**config.mk**
```make
export PLATFORM = sky130hd
export DESIGN_NAME = altbl_dp
export DESIGN_NICKNAME = d
export VERILOG_FILES = /design/src/rtl/altbl_pkg.sv /design/src/rtl/altbl_dp.sv
export SDC_FILE = /design/constraint.sdc
export NUM_CORES = 2
export LEC_CHECK = 0
export BUFFER_PORTS_ARGS = -buffer_cell sky130_fd_sc_hd__buf_2
export CORE_ASPECT_RATIO = 1.5
export CORE_MARGIN = 4
export CORE_UTILIZATION = 39
export DETAILED_ROUTE_END_ITERATION = 8
export PLACE_DENSITY_LB_ADDON = 0.25
export SYNTH_ARGS = -nofsm -noshare
export SYNTH_HDL_FRONTEND = slang
export SYNTH_SLANG_ARGS = --single-unit
```
**constraint.sdc**
```tcl
create_clock -name clk -period 9 [get_ports clk]
set_input_delay 0.9 -clock clk [delete_from_list [all_inputs] [get_ports clk]]
set_output_delay 0.9 -clock clk [all_outputs]
set_load 0.05 [all_outputs]
```
**src/rtl/altbl_pkg.sv**
```systemverilog
// Shared widths, operation and status codes, and control types of the list engine.
`default_nettype none

package altbl_pkg;

  localparam int FUNC_W = 3;
  localparam int WORD_W = 32;
  localparam int STAT_W = 2;
  localparam int POS_W  = 7;
  localparam int LEN_W  = 7;

  localparam logic [FUNC_W-1:0] FN_APPEND     = 3'd0;
  localparam logic [FUNC_W-1:0] FN_INS_AFTER  = 3'd1;
  localparam logic [FUNC_W-1:0] FN_INS_BEFORE = 3'd2;
  localparam logic [FUNC_W-1:0] FN_REMOVE     = 3'd3;
  localparam logic [FUNC_W-1:0] FN_FIND       = 3'd4;

  localparam logic [STAT_W-1:0] STAT_OK        = 2'd0;
  localparam logic [STAT_W-1:0] STAT_NOT_FOUND = 2'd1;
  localparam logic [STAT_W-1:0] STAT_FULL      = 2'd2;

  localparam logic [POS_W-1:0] POS_NONE = 7'h7F;

  // Commands from the controller to the datapath
  typedef enum logic [3:0] {
    DP_IDLE,
    DP_LOAD,
    DP_APPEND,
    DP_RES_FULL,
    DP_RES_MISS,
    DP_RES_NOP,
    DP_READ_PTR,
    DP_READ_PREV,
    DP_NEXT,
    DP_FOUND,
    DP_REM_START,
    DP_REM_SHIFT,
    DP_COUNT_DEC,
    DP_INS_START,
    DP_INS_SHIFT,
    DP_PLACE
  } dp_cmd_t;

  // Status from the datapath to the controller
  typedef struct packed {
    logic [FUNC_W-1:0] func;
    logic              full;
    logic              hit;
    logic              ptr_lt_count;
    logic              ptr_eq_idx;
  } dp_stat_t;

endpackage

`default_nettype wire

```
**src/rtl/altbl_dp.sv**
```systemverilog
// Datapath of the list engine: element memory, count, walk pointer and result registers.
`default_nettype none

module altbl_dp import altbl_pkg::*; #(
  parameter int CAPACITY = 64
) (
  input  wire logic                     clk,
  input  wire logic                     rst_n,
  input  wire dp_cmd_t                  cmd,
  input  wire logic [FUNC_W-1:0]        func_in,
  input  wire logic signed [WORD_W-1:0] value_in,
  input  wire logic signed [WORD_W-1:0] anchor_in,
  output dp_stat_t                      stat,
  output logic [STAT_W-1:0]             status,
  output logic signed [POS_W-1:0]       position,
  output logic [LEN_W-1:0]              length
);

  localparam int CW = $clog2(CAPACITY + 1);
  localparam int AW = $clog2(CAPACITY);

  logic [WORD_W-1:0] mem [CAPACITY];

  logic [FUNC_W-1:0] func_r;
  logic [WORD_W-1:0] value_r;
  logic [WORD_W-1:0] anchor_r;
  logic [WORD_W-1:0] rdata_r;
  logic [CW-1:0]     count_r, count_nxt;
  logic [CW-1:0]     ptr_r, ptr_nxt;
  logic [CW-1:0]     idx_r, idx_nxt;
  logic              none_r, none_nxt;
  logic [STAT_W-1:0] status_r, status_nxt;

  logic [CW-1:0]     ptr_m1;
  logic [WORD_W-1:0] key;
  logic              is_insert;
  logic              we;
  logic [AW-1:0]     waddr;
  logic [WORD_W-1:0] wdata;
  logic              re;
  logic [AW-1:0]     raddr;

  assign ptr_m1    = ptr_r - 1'b1;
  assign is_insert = (func_r == FN_INS_AFTER) || (func_r == FN_INS_BEFORE);
  assign key       = is_insert ? anchor_r : value_r;

  // Report to the controller
  always_comb begin
    stat.func         = func_r;
    stat.full         = (count_r == CW'(CAPACITY));
    stat.hit          = (rdata_r == key);
    stat.ptr_lt_count = (ptr_r < count_r);
    stat.ptr_eq_idx   = (ptr_r == idx_r);
  end

  // Decode memory port use
  always_comb begin
    we    = 1'b0;
    waddr = ptr_r[AW-1:0];
    wdata = rdata_r;
    re    = 1'b0;
    raddr = ptr_r[AW-1:0];
    case (cmd)
      DP_APPEND: begin
        we    = 1'b1;
        waddr = count_r[AW-1:0];
        wdata = value_r;
      end
      DP_REM_SHIFT: begin
        we    = 1'b1;
        waddr = ptr_m1[AW-1:0];
      end
      DP_INS_SHIFT: begin
        we = 1'b1;
      end
      DP_PLACE: begin
        we    = 1'b1;
        wdata = value_r;
      end
      DP_READ_PTR: begin
        re = 1'b1;
      end
      DP_READ_PREV: begin
        re    = 1'b1;
        raddr = ptr_m1[AW-1:0];
      end
      default: begin
      end
    endcase
  end

  // Write and read the element memory
  always_ff @(posedge clk) begin
    if (we) begin
      mem[waddr] <= wdata;
    end
    if (re) begin
      rdata_r <= mem[raddr];
    end
  end

  // Advance count, pointer and result fields
  always_comb begin
    count_nxt  = count_r;
    ptr_nxt    = ptr_r;
    idx_nxt    = idx_r;
    none_nxt   = none_r;
    status_nxt = status_r;
    case (cmd)
      DP_LOAD: begin
        ptr_nxt = '0;
      end
      DP_APPEND: begin
        idx_nxt    = count_r;
        none_nxt   = 1'b0;
        status_nxt = STAT_OK;
        count_nxt  = count_r + 1'b1;
      end
      DP_RES_FULL: begin
        none_nxt   = 1'b1;
        status_nxt = STAT_FULL;
      end
      DP_RES_MISS: begin
        none_nxt   = 1'b1;
        status_nxt = STAT_NOT_FOUND;
      end
      DP_RES_NOP: begin
        none_nxt   = 1'b1;
        status_nxt = STAT_OK;
      end
      DP_NEXT: begin
        ptr_nxt = ptr_r + 1'b1;
      end
      DP_FOUND: begin
        idx_nxt    = ptr_r;
        none_nxt   = 1'b0;
        status_nxt = STAT_OK;
      end
      DP_REM_START: begin
        idx_nxt    = ptr_r;
        none_nxt   = 1'b0;
        status_nxt = STAT_OK;
        ptr_nxt    = ptr_r + 1'b1;
      end
      DP_REM_SHIFT: begin
        ptr_nxt = ptr_r + 1'b1;
      end
      DP_COUNT_DEC: begin
        count_nxt = count_r - 1'b1;
      end
      DP_INS_START: begin
        idx_nxt    = ptr_r + CW'(func_r == FN_INS_AFTER);
        none_nxt   = 1'b0;
        status_nxt = STAT_OK;
        ptr_nxt    = count_r;
      end
      DP_INS_SHIFT: begin
        ptr_nxt = ptr_m1;
      end
      DP_PLACE: begin
        count_nxt = count_r + 1'b1;
      end
      default: begin
      end
    endcase
  end

  // Hold the element count under reset
  always_ff @(posedge clk) begin
    if (!rst_n) begin
      count_r <= '0;
    end else begin
      count_r <= count_nxt;
    end
  end

  // Hold the item fields, pointer and result fields
  always_ff @(posedge clk) begin
    if (cmd == DP_LOAD) begin
      func_r   <= func_in;
      value_r  <= value_in;
      anchor_r <= anchor_in;
    end
    ptr_r    <= ptr_nxt;
    idx_r    <= idx_nxt;
    none_r   <= none_nxt;
    status_r <= status_nxt;
  end

  assign status   = status_r;
  assign position = none_r ? POS_NONE : POS_W'(idx_r);
  assign length   = LEN_W'(count_r);

endmodule

`default_nettype wire

```
==> reports/metrics.yaml <==
outcome:
  status: "completed"
layout:
  utilization_pct: 43.9
  fin_nets: 6696
  drive_gt1_share_pct: 14.0
  fillers: 21621
  syn2layout_area_growth_pct: 11.7
floorplanning:
  ioPinCount: 96
  die_w_um: 415
  start_util_pct: 39.3
  rows: 223
  dieHeight_um: 618
  core_area_um2: 246000
  die-area_um2: 256000
power:
  ir_worst_vdd_uv: 265
  combPwrFrac_pct: 13.0
  internal_power_uw: 16800
  pwr-share-seq_pct: 50.2
  clock_power_share_pct: 36.8
  sw_frac_of_total_pct: 25.9
  power_density_nw_per_um2: 209
  netSwitchingPower_uw: 5850
  p_leak_uw: 0.0339
worst_setup_path:
  crit_fanout: 66
  crit_start: "ptr_r[0]"
  setup.worst_path.end_class: "flop"
  crit_slowest_cell: "buf_4"
  crit_arrival_ps: 5850
  crit_path_cell_trace: "inv_8, ha_4, buf_4, buf_4, and3b_1, o21ai_0, o311ai_0, o32ai_1, or4_1, o41ai_2, buf_4, nor3_1"
  rr_startpoint: "ptr_r[0]"
  startpoint_type: "flop"
  critical_path_class: "flop to flop"
  cp_common_cell: "buf_4"
  cp_slowest_stage_delay_ps: 770
  crit_required_ps: 9550
  crit_family: "buffers and inverters"
  crit_buf_inv: 4
timing:
  hold_violations: 0
  period_needed_ps: 5290
  period_share_pct: 58.8
  finalClockSkew_ps: 41.5
  rsz0062_at_grt: "no"
  slew_headroom_pct: 7.24
  setup_viol: 0
  worst_pin_slew_ps: 1380
  finalMaxSlewViolations: 0
  tns_ps: 0
  timing.fmax_mhz: 189
detailed_routing:
  wl_per_cell_um: 31.5
  num_vias: 65592
  drtIter0Drc: 7954
  first_pass_iters: 6
  drc: 0
  via_per_inst: 6.54
  drt-total-wl_mm: 316
  postRouteAntennaNets: 0
clock_tree:
  clockBufferDepth: 4
  cts_root_buffer: "clkbuf_16"
  path_clk_slew_ps: 70
  cts_setup_buffers: 0
  cts_resized: 0
  clock_sinks: 2171
  hold_buffers: 0
  cts_max_level: 4
  clkLatencyLatePin_ps: 850
  cts_tree: "done"
  cts_buffers: 201
hold_path:
  hp-class: "input pin to flop"
  hold_start: "anchor_in[16]"
logic_synthesis:
  ys.flop_type: "edfxtp_1"
  synth_warnings: 0
  syn-num-nets: 6773
  syn_inst: 6684
  seq_area_frac_synth_pct: 67.3
  synth_seq_cells: 2171
  syn_area_um2: 96800
  synth.distinct_cells: 81
  syn_avg_cell_area_um2: 14.5
  synth-edff-count: 2164
  synthArstFlopShare_pct: 0
placement:
  numPortBuffers: 95
  finalWeightedCongestion: 0.833
  place_hpwl_mm: 176
global_route:
  antenna_found_initial: 16
  grt_pass1_wl_mm: 453
  grt_usage_pct: 23.7
  grt_max_degree: 151
  grt_pass1_vias: 64277
  gr-total-overflow: 0
flow_run:
  max-cap-violations: 0
[power by group through the flow]
stage                     registers, uW  clock network, uW  logic, uW
after global routing              11400               8820       3060
after detailed placement          11600                  0       2890
after global placement            11600                  0       2810
final                             11400               8320       2930
after CTS                         11400               8430       2900
after floorplan                   11600                  0       1680
[worst reg2reg max path, delay by kind of cell (launching register included)]
kind | cells | cell delay, ps
DFF | 1 | 700
adders and majority gates | 1 | 570
buffers and inverters | 4 | 1950
AOI/OAI and AO/OA | 4 | 680
and+or+nand+nor | 3 | 1110
[area by class of cell]
| type | instances | area (um^2) | share of cell area [%] |
|---|---|---|---|
| Inverter | 19 | 81.3 | 0.0753 |
| Tap cell | 3262 | 4080 | 3.78 |
| Multi-Input combinational cell | 3894 | 30200 | 27.9 |
| Clock inverter | 104 | 863 | 0.799 |
| Sequential cell | 2171 | 65100 | 60.3 |
| Antenna cell | 7 | 17.5 | 0.0162 |
| Timing Repair Buffer | 320 | 2420 | 2.24 |
| Clock buffer | 253 | 5310 | 4.91 |
[flip-flops by register name, summed over array words and instances (netlist names)]
register / count
value_r: 32
func_r: 3
status: 2
length: 7
none_r: 1
ptr_r: 7
idx_r: 7
rdata_r: 32
anchor_r: 32
mem: 2048
[layer usage]
layer  vias up  track usage, %  part of all wire, %
li1      27527               -                    -
met1     33870            30.2                   37
met2      3457            39.1                   48
met3       736            3.69                  8.7
met4         2            13.0                  6.1
met5         -               0               0.0041
[cells in the mapped netlist, types with 57 or more instances]
master    instances  area, um^2
or3_1            96         601
mux2i_1         580        5810
edfxtp_1       2164       65000
clkbuf_1        361        1360
nand2_1         242         908
nor3_1          140         701
mux4_2           96        2160
o311ai_0         68         596
o221ai_1        386        3380
or4_1            62         465
o22ai_1         555        3470
nor2_1          388        1460
a211oi_1        126         946
o311ai_1         57         499
o21ai_0         240        1200
o211ai_1         65         488
a221o_1          65         651
buf_2           165         826
mux2_2           72         811
a21oi_1         108         541
nor2b_1          68         425
[per-stage QoR]
step / worst slack (ps) / area, um^2 / total power (uW) / hold slack, ps / cells
floorplan: 2510 / 96800 / 13300 / 675 / 6684
global placement: 2320 / 102000 / 14400 / 493 / 9650
detailed placement: 3430 / 102000 / 14500 / 511 / 9666
CTS: 3720 / 108000 / 22700 / 171 / 10023
global route: 3510 / 108000 / 23200 / 195 / 10024
finish: 3710 / 108000 / 22600 / 221 / 10030
[final timing paths]
kind              slack, ps           end  depth (start not counted)
setup / recovery       3710   rdata_r[31]                         12
hold / removal          220  anchor_r[16]                          1
setup reg to reg       3710   rdata_r[31]                         12
hold reg to reg         520     length[6]                          2
[cell usage in the layout (no fill, tap or decap), types with 68 or more instances in the layout]
cell type,count
a21oi_1,107
nand2_1,208
o221ai_1,386
mux2_2,70
buf_4,200
buf_2,97
nor2_1,320
nor3_1,139
edfxtp_1,2164
or3_1,96
mux2i_1,578
o311ai_0,68
a211oi_1,126
o22ai_1,554
clkbuf_16,205
o21ai_0,238
mux4_2,96
nor2b_1,68
[cells by family (layout without fill, tap and decap cells)]
kind of cell | Yosys count | after routing | share of synthesized area, %
compound gates | 1875 | 1875 | 14.1
xor+xnor | 52 | 52 | 0.471
fa+ha+maj | 16 | 16 | 0.215
buf+inv | 619 | 696 | 2.74
flops | 2171 | 2171 | 67.3
mux | 748 | 748 | 9.07
other cells | 0 | 7 | 0
simple gates | 1203 | 1203 | 6.12
Power figures use the tool's default switching activity.
