===== src/rtl/altbl_pkg.sv =====
// Shared widths, operation and status codes, and control types of the list engine.
`default_nettype none

package altbl_pkg;

  localparam int FUNC_W = 3;
  localparam int WORD_W = 32;
  localparam int STAT_W = 2;
  localparam int POS_W  = 7;
  localparam int LEN_W  = 7;

  localparam logic [FUNC_W-1:0] FN_APPEND     = 3'd0;
  localparam logic [FUNC_W-1:0] FN_INS_AFTER  = 3'd1;
  localparam logic [FUNC_W-1:0] FN_INS_BEFORE = 3'd2;
  localparam logic [FUNC_W-1:0] FN_REMOVE     = 3'd3;
  localparam logic [FUNC_W-1:0] FN_FIND       = 3'd4;

  localparam logic [STAT_W-1:0] STAT_OK        = 2'd0;
  localparam logic [STAT_W-1:0] STAT_NOT_FOUND = 2'd1;
  localparam logic [STAT_W-1:0] STAT_FULL      = 2'd2;

  localparam logic [POS_W-1:0] POS_NONE = 7'h7F;

  // Commands from the controller to the datapath
  typedef enum logic [3:0] {
    DP_IDLE,
    DP_LOAD,
    DP_APPEND,
    DP_RES_FULL,
    DP_RES_MISS,
    DP_RES_NOP,
    DP_READ_PTR,
    DP_READ_PREV,
    DP_NEXT,
    DP_FOUND,
    DP_REM_START,
    DP_REM_SHIFT,
    DP_COUNT_DEC,
    DP_INS_START,
    DP_INS_SHIFT,
    DP_PLACE
  } dp_cmd_t;

  // Status from the datapath to the controller
  typedef struct packed {
    logic [FUNC_W-1:0] func;
    logic              full;
    logic              hit;
    logic              ptr_lt_count;
    logic              ptr_eq_idx;
  } dp_stat_t;

endpackage

`default_nettype wire


===== src/rtl/altbl_ctrl.sv =====
// Controller state machine of the list engine: search, shift and result sequencing.
`default_nettype none

module altbl_ctrl import altbl_pkg::*; (
  input  wire logic     clk,
  input  wire logic     rst_n,
  input  wire logic     in_valid,
  output logic          in_ready,
  output logic          out_valid,
  input  wire logic     out_ready,
  input  wire dp_stat_t stat,
  output dp_cmd_t       cmd
);

  typedef enum logic [3:0] {
    S_IDLE,
    S_DECODE,
    S_SRCH_RD,
    S_SRCH_CMP,
    S_REM_RD,
    S_REM_WR,
    S_INS_RD,
    S_INS_WR,
    S_DONE
  } state_t;

  state_t state_r, state_nxt;
  logic   in_ready_r;
  logic   out_valid_r;

  // Pick next state and datapath command
  always_comb begin
    state_nxt = state_r;
    cmd       = DP_IDLE;
    case (state_r)
      S_IDLE: begin
        if (in_valid) begin
          cmd       = DP_LOAD;
          state_nxt = S_DECODE;
        end
      end
      S_DECODE: begin
        case (stat.func)
          FN_APPEND: begin
            cmd       = stat.full ? DP_RES_FULL : DP_APPEND;
            state_nxt = S_DONE;
          end
          FN_INS_AFTER, FN_INS_BEFORE, FN_REMOVE, FN_FIND: begin
            state_nxt = S_SRCH_RD;
          end
          default: begin
            cmd       = DP_RES_NOP;
            state_nxt = S_DONE;
          end
        endcase
      end
      S_SRCH_RD: begin
        if (stat.ptr_lt_count) begin
          cmd       = DP_READ_PTR;
          state_nxt = S_SRCH_CMP;
        end else begin
          cmd       = DP_RES_MISS;
          state_nxt = S_DONE;
        end
      end
      S_SRCH_CMP: begin
        if (!stat.hit) begin
          cmd       = DP_NEXT;
          state_nxt = S_SRCH_RD;
        end else if (stat.func == FN_FIND) begin
          cmd       = DP_FOUND;
          state_nxt = S_DONE;
        end else if (stat.func == FN_REMOVE) begin
          cmd       = DP_REM_START;
          state_nxt = S_REM_RD;
        end else if (stat.full) begin
          cmd       = DP_RES_FULL;
          state_nxt = S_DONE;
        end else begin
          cmd       = DP_INS_START;
          state_nxt = S_INS_RD;
        end
      end
      S_REM_RD: begin
        if (stat.ptr_lt_count) begin
          cmd       = DP_READ_PTR;
          state_nxt = S_REM_WR;
        end else begin
          cmd       = DP_COUNT_DEC;
          state_nxt = S_DONE;
        end
      end
      S_REM_WR: begin
        cmd       = DP_REM_SHIFT;
        state_nxt = S_REM_RD;
      end
      S_INS_RD: begin
        if (stat.ptr_eq_idx) begin
          cmd       = DP_PLACE;
          state_nxt = S_DONE;
        end else begin
          cmd       = DP_READ_PREV;
          state_nxt = S_INS_WR;
        end
      end
      S_INS_WR: begin
        cmd       = DP_INS_SHIFT;
        state_nxt = S_INS_RD;
      end
      S_DONE: begin
        if (out_ready) begin
          state_nxt = S_IDLE;
        end
      end
      default: begin
        state_nxt = S_IDLE;
      end
    endcase
  end

  // Hold state and the registered handshake outputs
  always_ff @(posedge clk) begin
    if (!rst_n) begin
      state_r     <= S_IDLE;
      in_ready_r  <= 1'b1;
      out_valid_r <= 1'b0;
    end else begin
      state_r     <= state_nxt;
      in_ready_r  <= (state_nxt == S_IDLE);
      out_valid_r <= (state_nxt == S_DONE);
    end
  end

  assign in_ready  = in_ready_r;
  assign out_valid = out_valid_r;

endmodule

`default_nettype wire

===== config.mk =====
export PLATFORM = sky130hd
export DESIGN_NAME = altbl_ctrl
export DESIGN_NICKNAME = d
export VERILOG_FILES = /design/src/rtl/altbl_pkg.sv /design/src/rtl/altbl_ctrl.sv
export SDC_FILE = /design/constraint.sdc
export NUM_CORES = 1
export LEC_CHECK = 0
export BUFFER_PORTS_ARGS = -buffer_cell sky130_fd_sc_hd__buf_2
export CORE_AREA = 4 4 41 43
export DETAILED_ROUTE_END_ITERATION = 7
export DIE_AREA = 0 0 45 47
export GPL_ROUTABILITY_DRIVEN = 0
export PLACE_DENSITY = 0.86
export SYNTH_ARGS = -nofsm -noshare
export SYNTH_HDL_FRONTEND = slang
export SYNTH_SLANG_ARGS = --single-unit
export TNS_END_PERCENT = 1

===== constraint.sdc =====
create_clock -name clk -period 2.85 [get_ports clk]
set_input_delay 0.57 -clock clk [delete_from_list [all_inputs] [get_ports clk]]
set_output_delay 0.57 -clock clk [all_outputs]
set_load 0.1 [all_outputs]

==> flow_metrics.tcl, run 1 <==
set metrics [dict create \
    hold_ws_ps 533.1 \
    fp.dieH_um 47 \
    regArea_um2 120.1 \
    num_vias 711 \
    slew_viol_final 0 \
    fin_skew_ps 3.136 \
    worst_path_max_delay_cell "dfxtp_1" \
    endpoint_kind "primary output" \
    yosysWarnings 0 \
    ir_worst_vdd_mv 0.2389 \
    cp.arrival_ps 2100 \
    dieArea_um2 2115 \
    synth_flop_cell "dfxtp_1" \
    synth.top_cell.area_share_pct 18.11 \
    dpl_cell_area_um2 764.5 \
    drive_gt1_share_pct 28.00 \
    htreeDepth 1 \
    max_stage_delay_ps 600 \
    multi_input_area_um2 500.5 \
    worstPathRequired_ps 2280 \
    fin_crit_ps 2670 \
    cts_root_buf "clkbuf_4" \
    avgRoutedWirePerCell_um 13.38 \
    viasPerCell 6.183 \
    power_frac_seq_pct 29.6 \
    ys_ff_latch 6 \
    grt_max_degree 15 \
    critPathLaunchType "flip-flop" \
    antenna_found_initial 0 \
    post-dp-hpwl_mm 1.198 \
    async_flop_share_pct 0 \
    setup_viol 0 \
    path_clk_slew_ps 40 \
    crit_fanout 13 \
    clkSinkCount 6 \
    fin_nets 113 \
    cts_made_buffers 3 \
    areaGrowthSynthToFinish_pct 18.68 \
    synth_edf_count 0 \
    p_comb_share_pct 47.2 \
    syn_area_um2 663.1 \
    synth_compound_area_share_pct 34.34 \
    worst_skew_pair.late_latency_ps 240 \
    fin_crit_sh_pct 93.68 \
    route.detailed.drc 0 \
    path_class "reg2out" \
    syn-num-nets 98 \
    synth_cell_types 41 \
    synthSimpleGateAreaFrac_pct 34.34 \
    cts_resized 0 \
    grt_pass1_vias 618 \
    port_buffers 16 \
    synth_xor_xnor_area_share_pct 0 \
    drt-pass1-iter-count 4 \
    grt_use_total_pct 16.61 \
    power_density_nw_per_um2 418.8 \
    synth-adder-area-share_pct 1.509 \
    muxShareOfSynthArea_pct 1.698 \
    fill_cells 124 \
    utilization_pct 60.48 \
    drv_cap 0 \
    overflow 0 \
    synthTopCellsByArea "dfxtp_1 (18%), a21oi_1 (6.0%), o311ai_1 (4.0%)" \
    core_area_um2 1301 \
    clockBufferDepth 2 \
    p_switching_uw 145.9 \
    start_util_pct 50.96 \
    synth.avg_cell_area_um2 7.622 \
    fmax_mhz 374.6 \
    yosys.area.top_type "dfxtp_1" \
    grt_pass1_wl_mm 2.587 \
    num_io_pins 17 \
    hold_viol_final 0 \
    row_count 13 \
    diodes 0 \
    crit_chain "nand2b_1 > or4_4 > o31ai_2 > buf_2" \
    cts_setup_buffers 0 \
    synth_top_family_by_area "compound AO/OA/AOI/OAI gates" \
    p_int_uw 183.7 \
    fin_area_um2 787.0 \
    ant_nets 0 \
    p_leak_uw 0.0003376 \
    grt_setup_unrepaired "no" \
    max_slew_margin_pct 67.82 \
    die_x_um 45 \
    first_iter_violations 27 \
    cts_tree "built" \
    routed_wirelength_mm 1.539 \
    run_status "complete, no violations" \
    hold_buffers 0 \
    min_path_type "in2reg" \
    synthCells 87 \
    power_frac_clock_pct 23.2 \
    p_sw_share_pct 44.26 \
    tightest_slew_ps 482.0 \
    ys_seq_area_share_pct 18.11 \
]
cell families after synthesis:
| kind of cell | after synthesis |
|---|---|
| adders and majority gates | 1 |
| DFF | 6 |
| buffers and inverters | 13 |
| muxes | 1 |
| AOI/OAI and AO/OA | 30 |
| and+or+nand+nor | 36 |
synth_stat cells (3+ instances only):
library cell  count
o311ai_1          3
nor2_1            6
dfxtp_1           6
nor2b_1           3
nand2_1           5
buf_2             5
inv_1             6
nand3_1           4
a21oi_1           8
worst max-delay path, delay by kind of cell, from the launching register on:
kind                   cells  cell delay, ps
DFF                        1             600
and+or+nand+nor            2             730
AOI/OAI and AO/OA          1              70
buffers and inverters      1             460
sequential cells by signal (all words and copies together), names as in the netlist:
signal,count
out_valid,1
in_ready,1
state_r,4
metrics by stage:
step,power [uW],setup WS [ps],setup TNS (ps),cells
floorplan,225.3,-199.6,-229.6,87
global placement,252.1,354.4,0,112
detailed placement,254.0,344.6,0,112
CTS,333.4,171.7,0,115
global route,349.2,76.40,0,115
finish,329.6,180.1,0,115
power by group through the flow:
stage               clock (uW)  sequential (uW)  combinational, uW
global placement             0             98.1                154
floorplan                    0              115                110
global route              85.5             98.4                165
CTS                       80.3             97.5                156
finish                    76.5             97.6                156
detailed placement           0             98.7                155
per-layer routing:
| metal | part of all wire [%] | GRT usage (%) |
|---|---|---|
| met5 | 0 | 0 |
| met4 | 3.0 | 11.70 |
| met3 | 5.3 | 3.065 |
| met2 | 48 | 25.42 |
| met1 | 44 | 21.00 |
cells in the final DEF (no fill, tap or decap), types with 2 or more instances in the layout:
master / count
nor2b_1: 3
nand4_1: 2
nor2_1: 6
o21ba_1: 2
a211oi_1: 2
nand2_1: 5
inv_1: 6
nand3_1: 4
nand2b_1: 2
dfxtp_1: 6
clkbuf_4: 3
o21ai_0: 2
a21oi_1: 8
a22oi_1: 2
nor3b_1: 2
or3_1: 2
buf_2: 15
o311ai_1: 3
worst paths after layout:
path / endpoint / depth (start not counted) / from / slack [ps]
max: cmd[3] / 4 / state_r[2] / 180
min: in_ready / 2 / rst_n / 530
max reg2reg: in_ready / 4 / state_r[2] / 1180
min reg2reg: in_ready / 3 / state_r[3] / 750
cell type report:
cell class,instances,share of cell area (%)
multi-input combinational,68,63.59
sequential,6,15.26
timing repair buffer,17,13.04
clock buffer,3,2.862
inverter,6,2.862
tap,15,2.385
Power figures use the tool's default switching activity.
==> run 2: changes to the inputs <==
Settings changed: PLACE_DENSITY 0.86 to unset, PLACE_DENSITY_LB_ADDON set to 0.05.
==> flow_metrics.tcl, run 2 (synthesized netlist as in run 1, its figures left out) <==
set metrics [dict create \
    worst_skew_pair.late_latency_ps 240 \
    worstPathRequired_ps 2280 \
    post-dp-hpwl_mm 1.249 \
    viasPerCell 6.157 \
    top_register "state_r" \
    slew_viol_final 0 \
    fmax_mhz 376.8 \
    diodes 0 \
    fin_area_um2 787.0 \
    drt-pass1-iter-count 4 \
    path_clk_slew_ps 50 \
    crit_buf_inv 1 \
    endpoint_kind "primary output" \
    dpl_cell_area_um2 764.5 \
    antenna_found_initial 0 \
    cts_root_buf "clkbuf_4" \
    cp.arrival_ps 2080 \
    fin_setup_tns_ps 0 \
    cts_resized 0 \
    fin_crit_sh_pct 93.11 \
    worst_path_max_delay_cell "dfxtp_1" \
    first_iter_violations 26 \
    layout_common_cells "buf_2 (15), a21oi_1 (8), nor2_1 (6), inv_1 (6), dfxtp_1 (6)" \
    cp_top_family "simple AND/OR/NAND/NOR gates" \
    p_leak_uw 0.0003376 \
    clkSinkCount 6 \
    min_path_type "in2reg" \
    max_stage_delay_ps 570 \
    crit_chain "nand2b_1 > or4_4 > o31ai_2 > buf_2" \
    layout_commonest_cell "buf_2" \
    setup_viol 0 \
    drv_cap 0 \
    ir_worst_vdd_mv 0.2304 \
    largest_register_ff_count 4 \
    fp.dieH_um 47 \
    fin_crit_ps 2654 \
    grt_max_degree 15 \
    htreeDepth 1 \
    dieArea_um2 2115 \
    max_slew_margin_pct 67.54 \
    num_io_pins 17 \
    grt_pass1_wl_mm 2.635 \
    num_vias 708 \
    cts_tree "built" \
    core_area_um2 1301 \
    start_util_pct 50.96 \
    crit_fanout 13 \
    overflow 0 \
    reg2reg_from "state_r[2]" \
    avgRoutedWirePerCell_um 13.94 \
    instances_no_fill 115 \
    ant_nets 0 \
    grt_pass1_vias 596 \
    run_status "complete, no violations" \
    path_class "reg2out" \
    hold_viol_final 0 \
    routed_wirelength_mm 1.603 \
    min_from "rst_n" \
    route.detailed.drc 0 \
    areaGrowthSynthToFinish_pct 18.68 \
    die_x_um 45 \
    grt_use_total_pct 16.92 \
    cts_setup_buffers 0 \
    fin_nets 113 \
    fin_skew_ps 1.333 \
    drive_gt1_share_pct 28.00 \
    clockBufferDepth 2 \
    hold_buffers 0 \
    cts_made_buffers 3 \
    tightest_slew_ps 490.3 \
    critPathLaunchType "flip-flop" \
    port_buffers 16 \
    startpoint "state_r[2]" \
    grt_setup_unrepaired "no" \
    dp.cells 112 \
    row_count 13 \
    power_density_nw_per_um2 423.0 \
]
run 2: cell counts in the layout (fill, tap and decap cells not counted):
Identical to the previous run, type by type.
run 2: cell type report:
cell class,count,area [um2]
clock buffers,3,22.52
fillers,132,514.2
inverters,6,22.52
multi-input cells,68,500.5
flip-flops and latches,6,120.1
well taps,15,18.77
repair buffers,17,102.6
run 2: path summary, 6_finish.rpt:
check,endpoint,slack [ps],cells after the start
max,cmd[3],200,4
min,in_ready,520,2
max reg2reg,in_ready,1200,4
min reg2reg,in_ready,620,2
run 2: stage by stage:
stage                     worst slack (ps)  util, %  hold WS (ps)  power (uW)
after detailed placement             327.0    58.75         607.7       255.3
after floorplan                     -199.6        -         597.6       225.3
after CTS                            192.5    60.48         516.0       335.6
after global placement               358.0    58.75         588.4       254.0
final                                196.4    60.48         521.2       332.9
after global routing                 61.38    60.48         531.7       350.6
run 2: worst reg2reg max path, stage by stage (launching register included):
cell      delay, ps
dfxtp_1         570
nand2b_1        180
or4_4           560
nand3_2         110
o311ai_1        100
run 2: where the power goes:
group          leakage [uW]  internal (uW)  switching [uW]
Combinational      0.000275           46.0             110
Sequential        0.0000491           90.1            7.84
Clock             0.0000138           47.7            31.3
Total              0.000338            184             149
run 2: layer usage:
layer  vias to the layer above  global-route usage, %  wire (um)  part of all wire [%]
met5                         -                      0          0                     0
met2                        26                  26.55        720                    45
met4                         0                  1.754          0                     0
met3                         0                  6.897        118                   7.4
li1                        362                      -          -                     -
met1                       320                  22.55        764                    48
==> run 3: changes to the inputs <==
Settings changed: CORE_AREA 4 4 41 43 to 2 2 39 41, DIE_AREA 0 0 45 47 to 0 0 41 43, SLEW_MARGIN set to 25.
==> flow_metrics.tcl, run 3 (synthesized netlist as in run 1, its figures left out) <==
set metrics [dict create \
    min_to "in_ready" \
    fin_skew_ps 1.829 \
    ir_worst_vdd_mv 0.2372 \
    diodes 0 \
    clockBufferDepth 2 \
    tightest_slew_ps 483.4 \
    grt_use_total_pct 21.23 \
    htreeDepth 1 \
    r2r.worst_path.cells 4 \
    worstPathRequired_ps 2280 \
    critPathLaunchType "flip-flop" \
    clkSinkCount 6 \
    slew_viol_final 0 \
    viasPerCell 6.060 \
    hold_viol_final 0 \
    layout_commonest_cell "buf_2" \
    cts_resized 0 \
    fin_crit_sh_pct 93.14 \
    drv_cap 0 \
    row_count 14 \
    num_io_pins 17 \
    instances_no_fill 116 \
    areaGrowthSynthToFinish_pct 18.87 \
    start_util_pct 47.92 \
    port_buffers 16 \
    min_path_cells 2 \
    rr_endpoint "in_ready" \
    first_iter_violations 18 \
    layout_common_cells "buf_2 (15), a21oi_1 (8), nor2_1 (6), inv_1 (6), dfxtp_1 (6)" \
    cts_tree "built" \
    route.detailed.drc 0 \
    largest_register_ff_count 4 \
    utilization_pct 56.96 \
    num_vias 703 \
    path_class "reg2out" \
    fp.dieH_um 43 \
    cts_root_buf "clkbuf_4" \
    die_x_um 41 \
    reg2reg_from "state_r[2]" \
    worst-r2r-setup-slack_ps 1150 \
    worst_skew_pair.late_latency_ps 240 \
    crit_chain "nand2b_1 > or4_4 > o31ai_2 > buf_2" \
    post-dp-hpwl_mm 1.258 \
    max_slew_margin_pct 67.99 \
    dieArea_um2 1763 \
    min_from "rst_n" \
    grt_pass1_vias 612 \
    cts_made_buffers 3 \
    worst_path_max_delay_cell "dfxtp_1" \
    hold_buffers 0 \
    grt_max_degree 15 \
    power.total_uw 329.3 \
    drive_gt1_share_pct 28.00 \
    cts_setup_buffers 0 \
    power_density_nw_per_um2 417.8 \
    fin_nets 113 \
    routed_wirelength_mm 1.619 \
    antenna_found_initial 0 \
    run_status "complete, no violations" \
    ant_nets 0 \
    max_stage_delay_ps 580 \
    fmax_mhz 376.7 \
    top_register "state_r" \
    drt-pass1-iter-count 4 \
    p_leak_uw 0.0003376 \
    dp.cells 113 \
    fin_crit_ps 2654 \
    min_path_type "in2reg" \
    path_clk_slew_ps 40 \
    overflow 0 \
    fin_setup_tns_ps 0 \
    setup_viol 0 \
    crit_fanout 13 \
    cp.arrival_ps 2080 \
    avgRoutedWirePerCell_um 13.96 \
    grt_setup_unrepaired "no" \
    grt_pass1_wl_mm 2.559 \
    endpoint_kind "primary output" \
    core_area_um2 1384 \
]
[run 3: where the power goes]
part | internal (uW) | switching (uW) | total, uW
Sequential | 90.2 | 6.95 | 97.1
Clock | 47.4 | 27.9 | 75.3
Combinational | 46.0 | 111 | 157
[run 3: worst max path at each step]
stage               startpoint      to  slack, ps  cells past startpoint
floorplan              stat[6]  cmd[3]       -200                      5
global placement       stat[6]  cmd[2]        350                      6
detailed placement     stat[6]  cmd[2]        290                      6
CTS                 state_r[2]  cmd[3]        190                      4
global route        state_r[2]  cmd[3]         70                      4
finish              state_r[2]  cmd[3]        200                      4
[run 3: cell type report]
class                   count  area [um2]
clock buffers               3       22.52
fillers                   145       595.6
inverters                   6       22.52
multi-input cells          68       500.5
flip-flops and latches      6       120.1
well taps                  16       20.02
repair buffers             17       102.6
[run 3: critical path: cells and delay by family (launching register included)]
kind / cells / cell delay [ps]
buffers and inverters: 1 / 460
DFF: 1 / 580
AOI/OAI and AO/OA: 1 / 80
and+or+nand+nor: 2 / 720
[run 3: routing by layer]
layer | routed length (um) | GRT usage (%)
met1 | 724 | 28.48
met2 | 848 | 31.87
met3 | 46 | 3.141
met4 | 0 | 10.00
met5 | 0 | 0
[run 3: stage by stage]
step	instance area (um2)	setup WS, ps	hold slack (ps)
after CTS	788.3	190.5	559.8
after global placement	765.7	353.2	746.0
after detailed placement	765.7	288.0	748.6
after global routing	788.3	73.54	566.9
after floorplan	686.9	-199.6	597.6
final	788.3	195.6	558.0
